[src/hsa_pkg.sv]
package hsa_pkg;

    localparam int HUE_FRAC_BITS = 6;
    localparam int UNIT          = 60 << HUE_FRAC_BITS;
    localparam int TURN          = 6 * UNIT;
    localparam int HUE_W         = $clog2(TURN);
    localparam int OFF_W         = 15;
    localparam int GAIN_W        = 9;
    localparam int GAIN_RESET    = 256;
    localparam int CH_W          = 8;
    localparam int T_W           = 11;
    localparam int HNUM_W        = $clog2(6 * 255 * UNIT + 1);
    localparam int SNUM_W        = 24;
    localparam int DIV_W         = (HNUM_W > SNUM_W) ? HNUM_W : SNUM_W;
    localparam int F_W           = $clog2(UNIT + 1);
    localparam int PX_W          = 16 + F_W;
    localparam int Y_W           = PX_W - HUE_FRAC_BITS - 2;
    localparam int RECIP_SH      = 24;
    localparam int RECIP15       = (1 << RECIP_SH) / 15;
    localparam int RECIPT        = (1 << RECIP_SH) / TURN;

    localparam logic CFG_HUE_OFFSET = 1'b0;
    localparam logic CFG_SAT_GAIN   = 1'b1;

    typedef struct packed {
        logic              vld;
        logic              grey;
        logic              black;
        logic [CH_W-1:0]   mx;
        logic [DIV_W-1:0]  hn;
        logic [DIV_W-1:0]  hq;
        logic [CH_W-1:0]   hr;
        logic [CH_W-1:0]   hd;
        logic [DIV_W-1:0]  sn;
        logic [DIV_W-1:0]  sq;
        logic [CH_W-1:0]   sr;
        logic [CH_W-1:0]   sd;
    } cell_t;

endpackage

[src/hsa_div_cell.sv]
module hsa_div_cell (
    input  logic           clk,
    input  logic           rst_n,
    input  logic           en,
    input  hsa_pkg::cell_t din,
    output hsa_pkg::cell_t dout
);

    hsa_pkg::cell_t cell_reg;
    hsa_pkg::cell_t cell_next;
    logic [hsa_pkg::CH_W:0] h_trial;
    logic [hsa_pkg::CH_W:0] s_trial;
    logic                   h_ge;
    logic                   s_ge;

    always_comb
    begin
        h_trial = {din.hr, din.hn[hsa_pkg::DIV_W-1]};
        s_trial = {din.sr, din.sn[hsa_pkg::DIV_W-1]};
        h_ge    = h_trial >= {1'b0, din.hd};
        s_ge    = s_trial >= {1'b0, din.sd};
        cell_next    = din;
        cell_next.hn = {din.hn[hsa_pkg::DIV_W-2:0], 1'b0};
        cell_next.sn = {din.sn[hsa_pkg::DIV_W-2:0], 1'b0};
        cell_next.hq = {din.hq[hsa_pkg::DIV_W-2:0], h_ge};
        cell_next.sq = {din.sq[hsa_pkg::DIV_W-2:0], s_ge};
        cell_next.hr = h_ge ? hsa_pkg::CH_W'(h_trial - {1'b0, din.hd})
                            : h_trial[hsa_pkg::CH_W-1:0];
        cell_next.sr = s_ge ? hsa_pkg::CH_W'(s_trial - {1'b0, din.sd})
                            : s_trial[hsa_pkg::CH_W-1:0];
    end

    always_ff @(posedge clk or negedge rst_n)
    begin
        if (!rst_n)
        begin
            cell_reg <= '0;
        end
        else if (en)
        begin
            cell_reg <= cell_next;
        end
    end

    assign dout = cell_reg;

endmodule

[config.mk]
export PLATFORM = sky130hd
export DESIGN_NAME = hsa_div_cell
export DESIGN_NICKNAME = d
export VERILOG_FILES = /design/src/hsa_pkg.sv /design/src/hsa_div_cell.sv
export SDC_FILE = /design/constraint.sdc
export NUM_CORES = 1
export LEC_CHECK = 0
export BUFFER_PORTS_ARGS = -buffer_cell sky130_fd_sc_hd__buf_4
export CORE_MARGIN = 10
export CORE_UTILIZATION = 47
export CTS_CLUSTER_SIZE = 10
export DETAILED_ROUTE_END_ITERATION = 12
export PLACE_DENSITY = 0.82
export SLEW_MARGIN = 20
export SYNTH_ARGS = -nofsm -noshare
export SYNTH_HDL_FRONTEND = slang
export SYNTH_SLANG_ARGS = --single-unit
[constraint.sdc]
create_clock -name clk -period 0.8 [get_ports clk]
set_input_delay 0.16 -clock clk [delete_from_list [all_inputs] [get_ports clk]]
set_output_delay 0.16 -clock clk [all_outputs]
set_load 0.02 [all_outputs]
==> results of run 1 <==
## Yosys cell counts (3+ instances only)
library cell  count
buf_1             3
a21oi_1          19
nand2_1           7
nor2_1           19
ha_1             16
or2_2             4
mux2i_1           9
inv_1            27
o21ai_0           8
xor2_1            4
buf_4             3
dfrtp_1         137
mux2_2          119
o21ai_1           5
nand3_1           5
a31oi_1           5
clkbuf_1          5
buf_2             9
xnor2_1           3
## logic make-up after synthesis
logic type | after synthesis | share of synthesized area (%)
and+or+nand+nor | 48 | 4.32
buffers and inverters | 48 | 3.52
muxes | 128 | 24.0
AOI/OAI and AO/OA | 54 | 5.58
xor gates and xnor gates | 7 | 1.03
other | 1 | 0.0629
adders and majority gates | 18 | 4.03
DFF | 137 | 57.5
## per-stage QoR
step / hold WS (ns) / area (um2) / std cells / utilization, % / TNS (ns)
detailed placement: 0.0380 / 9200 / 911 / 73.5 / -46.08
floorplan: -0.136 / 6830 / 442 / - / -35.49
global placement: 0.0328 / 9200 / 911 / 73.5 / -44.28
==> results.yml, run 1 <==
placement:
  finalWeightedCongestion: 0.838
  place_ws_ns: -1.06
  hpwlAfterDp_mm: 16.8
  port_buffers: 276
yosys:
  synth_flop_cell: "dfrtp_1"
  async_reset_ff_share_pct: 100
  syn_inst: 441
  synth.top_cell.area_share_pct: 57.5
  ys_seq_elements: 137
  yosysTopAreaCell: "dfrtp_1"
  avgSynthCellArea_um2: 13.5
  synth_edf_count: 0
  yosysWarningCount: 0
  yosysUniqueCellTypes: 45
  ys_seq_area_share_pct: 57.5
  syn_area_mm2: 0.00596
  synthTopCellsByArea: "dfrtp_1 (57%), mux2_2 (22%), ha_1 (3.4%)"
clock_tree:
  clockBufferDepth: 2
  htree_levels: 4
  cts_resized: 195
  clock_sinks: 137
  cts_setup_buffers: 85
  clock-root-buffer: "clkbuf_16"
  cts_buffers: 17
  hold_buffers: 118
die:
  fp-row-count: 41
  initial_core_util_pct: 47.7
  ioPinCount: 281
  die_h_um: 133
  die_width_um: 133
run_status:
  outcome.stop_stage: "clock tree synthesis (4_1_cts)"
  firstError: "[ERROR DPL-0033] detailed placement checks failed during check placement."
  outcome: "did not finish"
==> run 2: changes to the inputs <==
--- a/config.mk
+++ b/config.mk
@@ -7,10 +7,9 @@
 export LEC_CHECK = 0
 export BUFFER_PORTS_ARGS = -buffer_cell sky130_fd_sc_hd__buf_4
 export CORE_MARGIN = 10
-export CORE_UTILIZATION = 47
-export CTS_CLUSTER_SIZE = 10
+export CORE_UTILIZATION = 40
 export DETAILED_ROUTE_END_ITERATION = 12
-export PLACE_DENSITY = 0.82
+export PLACE_DENSITY_LB_ADDON = 0.15
 export SLEW_MARGIN = 20
 export SYNTH_ARGS = -nofsm -noshare
 export SYNTH_HDL_FRONTEND = slang
==> run 2 against run 1 <==
  * Synthesized cell count unchanged
  * Synthesized area unchanged
  * The flow now finishes, with violations (setup timing)
==> results.yml, run 2 <==
drt:
  wire_per_inst_um: 25.1
  drt.antenna.violating_nets: 0
  drtPass1Iterations: 4
  wirelength_mm: 30.3
  drc: 0
  vias: 6200
  drt_iter0_drc: 450
  viasPerCell: 5.15
clock_tree:
  clock_sinks: 137
  clockBufferDepth: 2
  clock-root-buffer: "clkbuf_16"
  htree_levels: 4
  cts_tree: "done"
  clkTransAtPathRegs_ns: 0.06
  cts_buffers: 17
  clock_latency_ns: 0.42
placement:
  hpwlAfterDp_mm: 15.6
  port_buffers: 276
  finalWeightedCongestion: 0.848
power:
  p_total_w: 0.0256
  p_int_w: 0.0181
  p_sw_w: 0.00746
  seq_power_share_pct: 33.1
  swShare_pct: 29.2
  p_leak_nw: 6.49
  ir_drop_mv: 2.16
  p_per_area_mw_per_mm2: 1950
  power.share.clock_pct: 33.7
  combinationalPowerShare_pct: 33.2
finish:
  nNetsFinal: 1167
  fill_cells: 527
  largest_reg_flops: 137
  drive_above_1_share_pct: 65.4
  final_cell_mix: "buf_6 (219), buf_4 (214), dfrtp_1 (134)"
  final_common_cell: "buf_6"
  area_delta_synth_final_pct: 120
worst_setup_path:
  critical_path.max_stage_delay_ns: 0.40
  path_buf_inv: 2
  path_delay_family: "adder cells"
  worstPathArrival_ns: 1.70
  crit_required_ns: 1.09
  crit_chain: "buf_8, inv_4, ha_4, fa_2, nor2b_2, o31a_1, o22ai_2, xnor2_1, mux2i_1, a21oi_1"
  end_kind: "register"
  path_max_fanout: 2
  cp_slowest_cell: "fa_2"
  worstSetupPathType: "primary input to register"
  setup.worst_path.start_class: "primary input"
run_status:
  violations: "setup timing"
  outcome: "finished with violations"
grt:
  grt_overflow: 0
  antenna_found_initial: 1
  grt_pass1_wl_mm: 40.6
  grt_start_max_net_pins: 28
  grt_pass1_vias: 6906
  track_usage_pct: 26.0
yosys:
  synth.most_common_cell: "dfrtp_1"
  synth.top_cell.area_share_pct: 57.5
  synth_flop_cell: "dfrtp_1"
  synthTopCellsByCount: "dfrtp_1 (137), mux2_2 (119), inv_1 (27)"
  synth_edf_count: 0
  synthTopCellsByArea: "dfrtp_1 (57%), mux2_2 (22%), ha_1 (3.4%)"
  async_reset_ff_share_pct: 100
  syn_inst: 441
  yosysUniqueCellTypes: 45
  ys_seq_area_share_pct: 57.5
  avgSynthCellArea_um2: 13.5
  yosysTopAreaCell: "dfrtp_1"
  ys_seq_elements: 137
  yosysWarningCount: 0
  syn_area_mm2: 0.00596
die:
  dieArea_mm2: 0.0202
  die_width_um: 142
  ioPinCount: 281
  die_h_um: 142
  core_area_mm2: 0.0146
  fp-row-count: 44
  initial_core_util_pct: 40.9
sta:
  fin_skew_ns: 0
  fin_setup_tns_ns: -65.10
  period_share_pct: 176
  rsz0062_at_grt: "yes"
  fin_ws_ns: -0.610
  setup_viol: 261
  finalWorstPathRequiredPeriod_ns: 1.41
  slew_viol_final: 0
  max_freq_mhz: 709
  hold_viol: 0
run:
  cap_violations: 0
min_path:
  holdCritPathClass: "primary input to register"
==> run 2: final cells by class <==
type / count / area, um2 / area share [%]
antenna: 2 / 5.00 / 0.0381
clock buffer: 23 / 478 / 3.64
clock inverter: 8 / 143 / 1.09
inverter: 27 / 139 / 1.06
multi-input combinational: 257 / 3110 / 23.7
sequential: 137 / 3430 / 26.1
tap: 184 / 230 / 1.75
timing repair buffer: 567 / 5590 / 42.6
==> run 2: final timing paths <==
kind	from	to	slack (ns)	cells after the start
worst max-delay path	din[63]	dout[14]$_DFFE_PN0P_	-0.61	10
worst min-delay path	din[65]	dout[65]$_DFFE_PN0P_	0.01	2
worst max register to register	dout[52]$_DFFE_PN0P_	dout[52]$_DFFE_PN0P_	-0.17	2
worst min register to register	dout[17]$_DFFE_PN0P_	dout[17]$_DFFE_PN0P_	0.54	1
max in group asynchronous	rst_n	dout[115]$_DFFE_PN0P_	0.13	3
min in group asynchronous	rst_n	dout[63]$_DFFE_PN0P_	0.19	2
==> run 2: worst register-to-register path: cells and delay by family, from the launching register on <==
family	cells	cell delay, ns
multiplexers	1	0.29
flip-flops	1	0.43
buffers and inverters	1	0.14
==> run 2: what timing repair did <==
item | 4_1_cts | 5_1_grt
setup buffers | 74 | 59
resized for setup | 196 | 92
pin swaps | 33 | 20
cloned | 0 | 0
hold buffers | 114 | 0
setup endpoints to repair | 158 | 251
hold endpoints to repair | 250 | 0
==> run 2: layer usage <==
| metal | GRT usage, % | share of wire [%] |
|---|---|---|
| met4 | 8.88 | 3.4 |
| met5 | 0 | 0 |
| met2 | 47.5 | 53 |
| met1 | 27.9 | 36 |
| met3 | 7.34 | 7.3 |
==> run 2: kinds of logic after synthesis <==
kind of cell               Yosys count  synth area share (%)
and+or+nand+nor                     48                  4.32
muxes                              128                  24.0
adders and majority gates           18                  4.03
AOI/OAI and AO/OA                   54                  5.58
buffers and inverters               48                  3.52
DFF                                137                  57.5
other                                1                0.0629
xor gates and xnor gates             7                  1.03
==> run 2: through the flow <==
step | area (um2) | hold slack [ns] | util (%) | worst slack (ns) | std cells
2_1_floorplan | 6830 | -0.136 | - | -0.800 | 442
3_3_place_gp | 9450 | 0.0378 | 64.8 | -1.04 | 947
3_5_place_dp | 9450 | 0.0386 | 64.8 | -1.08 | 947
4_1_cts | 12500 | 0.00350 | 85.6 | -0.566 | 1165
5_1_grt | 13100 | 0.0137 | 89.9 | -0.683 | 1204
6_report | 13100 | 0.00971 | 90.0 | -0.610 | 1205
==> run 2: power by group through the flow <==
stage	clock network (W)	logic (W)	registers, W
3_3_place_gp	0	0.00571	0.00825
4_1_cts	0.00852	0.00757	0.00830
3_5_place_dp	0	0.00582	0.00829
5_1_grt	0.00893	0.00887	0.00853
2_1_floorplan	0	0.00214	0.00918
6_report	0.00863	0.00850	0.00847
Power figures use the tool's default switching activity.
