File: config.mk
export PLATFORM = sky130hd
export DESIGN_NAME = hsa_post
export DESIGN_NICKNAME = d
export VERILOG_FILES = /design/src/hsa_pkg.sv /design/src/hsa_post.sv
export SDC_FILE = /design/constraint.sdc
export NUM_CORES = 2
export LEC_CHECK = 0
export ABC_CLOCK_PERIOD_IN_PS = 10000
export BUFFER_PORTS_ARGS = -buffer_cell sky130_fd_sc_hd__buf_2
export CORE_UTILIZATION = 50
export CTS_BUF_LIST = sky130_fd_sc_hd__clkbuf_8
export DETAILED_ROUTE_END_ITERATION = 10
export PLACE_DENSITY_LB_ADDON = 0.12
export SLEW_MARGIN = 40
export SYNTH_ARGS = -nofsm -noshare
export SYNTH_HDL_FRONTEND = slang
export SYNTH_SLANG_ARGS = --single-unit
File: constraint.sdc
create_clock -name clk -period 10 [get_ports clk]
set_clock_uncertainty 0.15 [all_clocks]
set_input_delay 1 -clock clk [delete_from_list [all_inputs] [get_ports clk]]
set_output_delay 1 -clock clk [all_outputs]
set_load 0.005 [all_outputs]
File: src/hsa_pkg.sv
package hsa_pkg;

    localparam int HUE_FRAC_BITS = 6;
    localparam int UNIT          = 60 << HUE_FRAC_BITS;
    localparam int TURN          = 6 * UNIT;
    localparam int HUE_W         = $clog2(TURN);
    localparam int OFF_W         = 15;
    localparam int GAIN_W        = 9;
    localparam int GAIN_RESET    = 256;
    localparam int CH_W          = 8;
    localparam int T_W           = 11;
    localparam int HNUM_W        = $clog2(6 * 255 * UNIT + 1);
    localparam int SNUM_W        = 24;
    localparam int DIV_W         = (HNUM_W > SNUM_W) ? HNUM_W : SNUM_W;
    localparam int F_W           = $clog2(UNIT + 1);
    localparam int PX_W          = 16 + F_W;
    localparam int Y_W           = PX_W - HUE_FRAC_BITS - 2;
    localparam int RECIP_SH      = 24;
    localparam int RECIP15       = (1 << RECIP_SH) / 15;
    localparam int RECIPT        = (1 << RECIP_SH) / TURN;

    localparam logic CFG_HUE_OFFSET = 1'b0;
    localparam logic CFG_SAT_GAIN   = 1'b1;

    typedef struct packed {
        logic              vld;
        logic              grey;
        logic              black;
        logic [CH_W-1:0]   mx;
        logic [DIV_W-1:0]  hn;
        logic [DIV_W-1:0]  hq;
        logic [CH_W-1:0]   hr;
        logic [CH_W-1:0]   hd;
        logic [DIV_W-1:0]  sn;
        logic [DIV_W-1:0]  sq;
        logic [CH_W-1:0]   sr;
        logic [CH_W-1:0]   sd;
    } cell_t;

endpackage

File: src/hsa_post.sv
module hsa_post (
    input  logic                       clk,
    input  logic                       rst_n,
    input  logic                       en,
    input  hsa_pkg::cell_t             din,
    input  logic [hsa_pkg::HUE_W-1:0]  offr,
    input  logic [hsa_pkg::GAIN_W-1:0] gain,
    output logic                       out_vld,
    output logic [7:0]                 red,
    output logic [7:0]                 green,
    output logic [7:0]                 blue
);

    localparam logic [hsa_pkg::HUE_W:0]  TURN_C = (hsa_pkg::HUE_W+1)'(hsa_pkg::TURN);
    localparam logic [hsa_pkg::HUE_W-1:0] U1 = hsa_pkg::HUE_W'(hsa_pkg::UNIT);
    localparam logic [hsa_pkg::HUE_W-1:0] U2 = hsa_pkg::HUE_W'(2 * hsa_pkg::UNIT);
    localparam logic [hsa_pkg::HUE_W-1:0] U3 = hsa_pkg::HUE_W'(3 * hsa_pkg::UNIT);
    localparam logic [hsa_pkg::HUE_W-1:0] U4 = hsa_pkg::HUE_W'(4 * hsa_pkg::UNIT);
    localparam logic [hsa_pkg::HUE_W-1:0] U5 = hsa_pkg::HUE_W'(5 * hsa_pkg::UNIT);
    localparam logic [hsa_pkg::F_W-1:0]   UF = hsa_pkg::F_W'(hsa_pkg::UNIT);
    localparam logic [20:0] R15 = 21'(hsa_pkg::RECIP15);

    logic [6:0] vld_reg;

    logic [hsa_pkg::HUE_W-1:0] a_h2_reg;
    logic [15:0]               a_s2_reg;
    logic [15:0]               a_v_reg;
    logic [31:0]               b_pc_reg;
    logic [2:0]                b_k_reg;
    logic [hsa_pkg::F_W-1:0]   b_f_reg;
    logic [15:0]               b_v_reg;
    logic [15:0]               c_c_reg;
    logic [2:0]                c_k_reg;
    logic [hsa_pkg::F_W-1:0]   c_f_reg;
    logic [15:0]               c_v_reg;
    logic [hsa_pkg::PX_W-1:0]  d_px_reg;
    logic [15:0]               d_c_reg;
    logic [15:0]               d_m_reg;
    logic [2:0]                d_k_reg;
    logic [15:0]               e_q0_reg;
    logic [hsa_pkg::Y_W-1:0]   e_y_reg;
    logic [15:0]               e_c_reg;
    logic [15:0]               e_m_reg;
    logic [2:0]                e_k_reg;
    logic [15:0]               f_x_reg;
    logic [15:0]               f_c_reg;
    logic [15:0]               f_m_reg;
    logic [2:0]                f_k_reg;
    logic [7:0]                r_reg;
    logic [7:0]                g_reg;
    logic [7:0]                b_reg;

    logic [hsa_pkg::HUE_W-1:0] h;
    logic [15:0]               s;
    logic [hsa_pkg::HUE_W:0]   hsum;
    logic [hsa_pkg::HUE_W-1:0] h2;
    logic [24:0]               sp;
    logic [15:0]               s2;
    logic [2:0]                k;
    logic [hsa_pkg::HUE_W-1:0] kbase;
    logic [16:0]               cr;
    logic [15:0]               cq;
    logic [hsa_pkg::F_W-1:0]   fp;
    logic [hsa_pkg::Y_W-1:0]   y;
    logic [hsa_pkg::Y_W+20:0]  yp;
    logic [hsa_pkg::Y_W-1:0]   yr;
    logic [15:0]               ro;
    logic [15:0]               go;
    logic [15:0]               bo;

    function automatic logic [7:0] chan(input logic [15:0] ch, input logic [15:0] m);
        logic [16:0] sm;
        logic [15:0] sc;
        logic [15:0] t;
        begin
            sm = {1'b0, ch} + {1'b0, m};
            sc = sm[16] ? 16'hFFFF : sm[15:0];
            t  = sc - {8'd0, sc[15:8]};
            return t[15:8];
        end
    endfunction

    always_comb
    begin
        h    = din.grey ? '0 : din.hq[hsa_pkg::HUE_W-1:0];
        s    = din.black ? '0 : din.sq[15:0];
        hsum = {1'b0, h} + {1'b0, offr};
        h2   = (hsum >= TURN_C) ? hsa_pkg::HUE_W'(hsum - TURN_C) : hsum[hsa_pkg::HUE_W-1:0];
        sp   = s * gain;
        s2   = sp[24] ? 16'hFFFF : sp[23:8];

        priority if (a_h2_reg >= U5)
        begin
            k = 3'd5; kbase = U5;
        end
        else if (a_h2_reg >= U4)
        begin
            k = 3'd4; kbase = U4;
        end
        else if (a_h2_reg >= U3)
        begin
            k = 3'd3; kbase = U3;
        end
        else if (a_h2_reg >= U2)
        begin
            k = 3'd2; kbase = U2;
        end
        else if (a_h2_reg >= U1)
        begin
            k = 3'd1; kbase = U1;
        end
        else
        begin
            k = 3'd0; kbase = '0;
        end

        cr = {1'b0, b_pc_reg[15:0]} + {1'b0, b_pc_reg[31:16]};
        cq = b_pc_reg[31:16] + ((cr >= 17'd131070) ? 16'd2 : (cr >= 17'd65535) ? 16'd1 : 16'd0);

        fp = c_k_reg[0] ? (UF - c_f_reg) : c_f_reg;

        y  = d_px_reg[hsa_pkg::HUE_FRAC_BITS+2 +: hsa_pkg::Y_W];
        yp = y * R15;

        yr = e_y_reg - hsa_pkg::Y_W'(e_q0_reg) * hsa_pkg::Y_W'(15);

        unique case (f_k_reg)
            3'd0:    begin ro = f_c_reg; go = f_x_reg; bo = '0;      end
            3'd1:    begin ro = f_x_reg; go = f_c_reg; bo = '0;      end
            3'd2:    begin ro = '0;      go = f_c_reg; bo = f_x_reg; end
            3'd3:    begin ro = '0;      go = f_x_reg; bo = f_c_reg; end
            3'd4:    begin ro = f_x_reg; go = '0;      bo = f_c_reg; end
            default: begin ro = f_c_reg; go = '0;      bo = f_x_reg; end
        endcase
    end

    always_ff @(posedge clk or negedge rst_n)
    begin
        if (!rst_n)
        begin
            vld_reg <= '0;
        end
        else if (en)
        begin
            vld_reg <= {vld_reg[5:0], din.vld};
        end
    end

    always_ff @(posedge clk)
    begin
        if (en)
        begin
            a_h2_reg <= h2;
            a_s2_reg <= s2;
            a_v_reg  <= {din.mx, din.mx};

            b_pc_reg <= a_v_reg * a_s2_reg;
            b_k_reg  <= k;
            b_f_reg  <= hsa_pkg::F_W'(a_h2_reg - kbase);
            b_v_reg  <= a_v_reg;

            c_c_reg  <= cq;
            c_k_reg  <= b_k_reg;
            c_f_reg  <= b_f_reg;
            c_v_reg  <= b_v_reg;

            d_px_reg <= c_c_reg * fp;
            d_c_reg  <= c_c_reg;
            d_m_reg  <= c_v_reg - c_c_reg;
            d_k_reg  <= c_k_reg;

            e_q0_reg <= yp[hsa_pkg::RECIP_SH +: 16];
            e_y_reg  <= y;
            e_c_reg  <= d_c_reg;
            e_m_reg  <= d_m_reg;
            e_k_reg  <= d_k_reg;

            f_x_reg  <= e_q0_reg + ((yr >= hsa_pkg::Y_W'(15)) ? 16'd1 : 16'd0);
            f_c_reg  <= e_c_reg;
            f_m_reg  <= e_m_reg;
            f_k_reg  <= e_k_reg;

            r_reg    <= chan(ro, f_m_reg);
            g_reg    <= chan(go, f_m_reg);
            b_reg    <= chan(bo, f_m_reg);
        end
    end

    assign out_vld = vld_reg[6];
    assign red     = r_reg;
    assign green   = g_reg;
    assign blue    = b_reg;

endmodule

Word-level counts from Yosys, hierarchy flattened
Index checks and enable logic that the tools add are counted.

Mux-type cells: 22. Add/subtract/negate cells: 15. Equal/unequal tests: 4. Magnitude comparators: 9. Multiply operators: 5. Reductions and logical operators: 8.

Operators by type and width (number): 16-bit one-hot mux with 2 select lines (3); 12-bit two-way mux (6); 16-bit by 16-bit adder with 17-bit output (4); 16-bit two-way mux (4); 16-bit by 8-bit subtractor with 16-bit output (3); 20-bit by 21-bit multiplier with 40-bit output, second input constant (1); 16-bit by 16-bit multiplier with 32-bit output (1); 15-bit by 14-bit greater-or-equal comparator with 1-bit output, second input constant (2); 15-bit two-way mux (2); 16-bit by 12-bit multiplier with 28-bit output (1); 16-bit by 9-bit multiplier with 25-bit output (1); 20-bit by 4-bit greater-or-equal comparator with 1-bit output, second input constant (1); 16-bit by 4-bit multiplier with 20-bit output, second input constant (1); 20-bit subtractor (1); 17-bit by 16-bit greater-or-equal comparator with 1-bit output, second input constant (1); 17-bit greater-or-equal comparator, second input constant (1); 15-bit by 15-bit adder with 16-bit output (1); 16-bit by 1-bit adder with 16-bit output (1); 16-bit by 2-bit adder with 16-bit output (1); 16-bit by 15-bit greater-or-equal comparator with 1-bit output, second input constant (1); 16-bit subtractor (1); 15-bit by 12-bit greater-or-equal comparator with 1-bit output, second input constant (1); 15-bit by 13-bit greater-or-equal comparator with 1-bit output, second input constant (1); 15-bit greater-or-equal comparator, second input constant (1); 10 further kinds (22).

Input bits: 166. Logic and storage cells: 92. Bits in registers: 373. Output and inout bits: 25.

Longest topological paths before layout
Depth in word-level cells: 7. Depth in mapped cells: 27. Mapped depth without buffers: 26.

Worst setup path before layout
OpenSTA, ideal clock, no wires.

Path type: register to register. Start point: reg c_f_reg[0] (netlist bit). End point: reg d_px_reg[22] (netlist bit) (data pin). Path slack: 3.227 ns. Period minus slack after synthesis: 6.773 ns. Library setup time: 0.258 ns. Buffers on the path: 1. Arrival time: 6.365 ns. Cell stages (with the launch flop): 27. Data required time: 9.592 ns. Cells stage by stage: edfxtp_1 -> clkbuf_1 -> inv_1 -> ha_1 -> nand2_1 -> nor4_1 -> nand2_1 -> xnor2_1 -> nand2_1 -> fa_1 -> inv_1 -> fa_1 -> fa_1 -> fa_1 -> inv_1 -> fa_1 -> inv_1 -> ha_1 -> a21oi_1 -> o21ai_0 -> a2111o_1 -> o2111ai_1 -> o22ai_1 -> a21o_1 -> a31o_2 -> a21oi_2 -> xnor2_1.

Word-level cells in the longest chain between the ends: 3.

RTL lines: start: declaration (line hsa_post.sv:34) `logic [hsa_pkg::F_W-1:0] c_f_reg;`; start signal: assignment (line hsa_post.sv:164) `c_f_reg <= b_f_reg;`; 12-bit subtractor (line hsa_post.sv:120) `fp = c_k_reg[0] ? (UF - c_f_reg) : c_f_reg;`; 12-bit two-way mux * (line hsa_post.sv:120); 16-bit by 12-bit multiplier with 28-bit output * (line hsa_post.sv:167) `d_px_reg <= c_c_reg * fp;`; end signal: assignment (line hsa_post.sv:167); end: declaration (line hsa_post.sv:36) `logic [hsa_pkg::PX_W-1:0] d_px_reg;`.

Mark *: on every way between the ends. The rest lies on a longest branch, timed or not. A chain may end at the register's enable or synchronous reset.

Worst setup path in the final report
Ends and elaborated chain as after synthesis.

==> run metrics <==
run status finished clean; Slew Viols, Final 0; CP Data Required Time 10,290 ps; hold buffer count at cts 1; Relative slew margins 45.09%; Port Buffer Count 93; most frequent cell after synthesis inv_1; Final period util 77.31%; placeable core area 79,520 sq um; total global routing overflow 0; min Tclk post-route 7731 ps; Post-Place Cell Area 42,130 sq um; CTS tree built; type of the tightest min-delay check reg2reg; Achievable Freq 129.4 MHz; # fillers 7,236; Syn Area/Cell 9.956 sq um; CTS resizes 0; max reg flops 32; Layout Cells excl Fill 5,252; Die X 286.5 um; placed cells 5,141; Placement Rows 103; Crit Path Max Fanout 17; Setup crit start c_f_reg[0]; Netlist Area Pre-Place 40,480 sq um; DRT iter0 DRCs 1,193; Synth Instances 4,066; Yosys cell types 87; syn nets 5,207; HPWL after DPL 72,100 um; CTS root buffer clkbuf_8; CP max stage delay 660 ps; setup TNS 0 ps; CP arrival 8020 ps; IO Pins 191; Residual DRC 0; Seq/Total Area, Yosys 25.21%; CTS Buf Count 60; Routed Antenna Nets 0; Setup Buffers After CTS 0; Max-cap violations 0; Final Hold Viols 0; clk sinks 341; CP max-delay cell edfxtp_1; Layout area overhead 7.134%; DR WL/cell 16.91 um; worst-skew pair later-pin latency 690 ps; RSZ-0062 raised after global routing no; startpoint types flip-flop; die span in y 286.5 um; ys flop type edfxtp_1; Max Buffers Root-to-Sink 3; routed wire length 88,790 um; initial antenna violation count 1; final setup fails 0; GRT Total Usage 22.41%; number of cells on the worst hold path 0; Seq cells post-synth 341; drt first pass iters 7; post-synth top area cell edfxtp_1; Starting Density 50.91%; layout cell share with drive strength beyond 1 6.260%; fraction of registers with async set/reset 2.053%; Synthesis Warnings 0; Vias 27,780; worst-case reg-to-reg path depth 25; synth cell count leaders inv_1 (716), ha_1 (494), nand2_1 (487), fa_1 (481), edfxtp_1 (334); vias in the first global route 28,760; post-route cell area 43,370 sq um; DR vias/cell 5.288; CTS HTree Levels 2; worst hold start e_c_reg[1]; synth top area cells edfxtp_1 (25%), fa_1 (24%), ha_1 (15%); pin count of the biggest net entering global routing 87; Worst-path clk slew 60 ps; NumNets Final 5,295; crit-path most repeated cell fa_1; CP Class reg2reg; Critical R2R Launch c_f_reg[0]; gpl congestion 0.9151; Worst Setup End Kind flip-flop; die area 82,110 sq um; actual slew at the worst max-slew pin 822.0 ps; global-route wire length before repair 147,500 um; post-synth top area share 24.78%; number of synthesized flops with an enable pin 334
[layout make-up]
type,instances,area (sq um),area share [%]
Multi-Input combinational cell,2920,27320,62.99
Sequential cell,341,10200,23.53
Inverter,717,2691,6.206
Tap cell,1050,1314,3.029
Clock buffer,61,839.6,1.936
Timing Repair Buffer,114,663.1,1.529
Clock inverter,48,334.1,0.7703
Antenna cell,1,2.502,0.005770
[cells by family after synthesis]
logic type,count (synthesis),synth area share (%)
and+or+nand+nor,1128,13.18
adders and majority gates,975,39.06
buffers and inverters,805,7.470
AOI/OAI and AO/OA,580,9.798
DFF,341,25.21
xor gates and xnor gates,201,4.349
muxes,36,0.9396
[path summary, 6_finish.rpt]
path	end	slack, ps
setup / recovery	d_px_reg[22]	2270
setup reg to reg	d_px_reg[22]	2270
max in group asynchronous	vld_reg[0]	8990
min in group asynchronous	vld_reg[5]	550
hold / removal	f_c_reg[1]	240
hold reg to reg	f_c_reg[1]	240
[through the flow]
| step | setup WS (ps) | util (%) | hold slack (ps) |
|---|---|---|---|
| 2_1_floorplan | 3227 | - | 250.3 |
| 3_3_place_gp | 2239 | 52.92 | 251.5 |
| 3_5_place_dp | 2085 | 52.98 | 254.5 |
| 4_1_cts | 2149 | 54.47 | 243.8 |
| 5_1_grt | 1722 | 54.54 | 246.0 |
| 6_report | 2269 | 54.54 | 239.9 |
[cells in the final DEF, fill, tap and decap left out, types with 8 or more instances in the layout]
master	n
xor2_1	70
o31ai_1	18
nor2_1	179
nand3_1	55
fa_1	481
buf_2	92
and2_1	155
a21o_1	54
o21ai_0	113
or2_2	13
clkbuf_8	61
nand2b_1	26
a21boi_0	11
edfxtp_1	334
mux2i_1	20
nand2_1	487
xnor2_1	123
a211oi_1	19
ha_1	494
o2111ai_1	11
a31o_2	8
o21bai_1	17
nor2b_1	62
a22o_1	42
nor3_1	51
or3_1	17
clkinv_1	12
o21a_1	32
nor4_1	14
o211ai_1	12
mux2_2	16
a31oi_1	21
inv_1	736
buf_4	17
a21oi_1	141
and3_1	15
nand4_1	21
[critical path: cells and delay by family (launching register included)]
family,cells,cell delay [ps]
adder cells (fa/ha/maj),7,3190
AO/OA/AOI/OAI,8,1810
XOR/XNOR,2,730
AND/OR/NAND/NOR,4,670
flip-flops,1,660
buffers and inverters,4,320
[metal layers]
metal  routed length (um)  track usage [%]  vias up
li1                     -                -    13630
met1                39690            29.50    13500
met2                43370            39.05      511
met3                 3220            2.337      131
met4                 2500            6.404        0
met5                    0                0        -
Power is not shown: default switching activity piles up to over one toggle a cycle in this logic, so the estimate is an artifact.
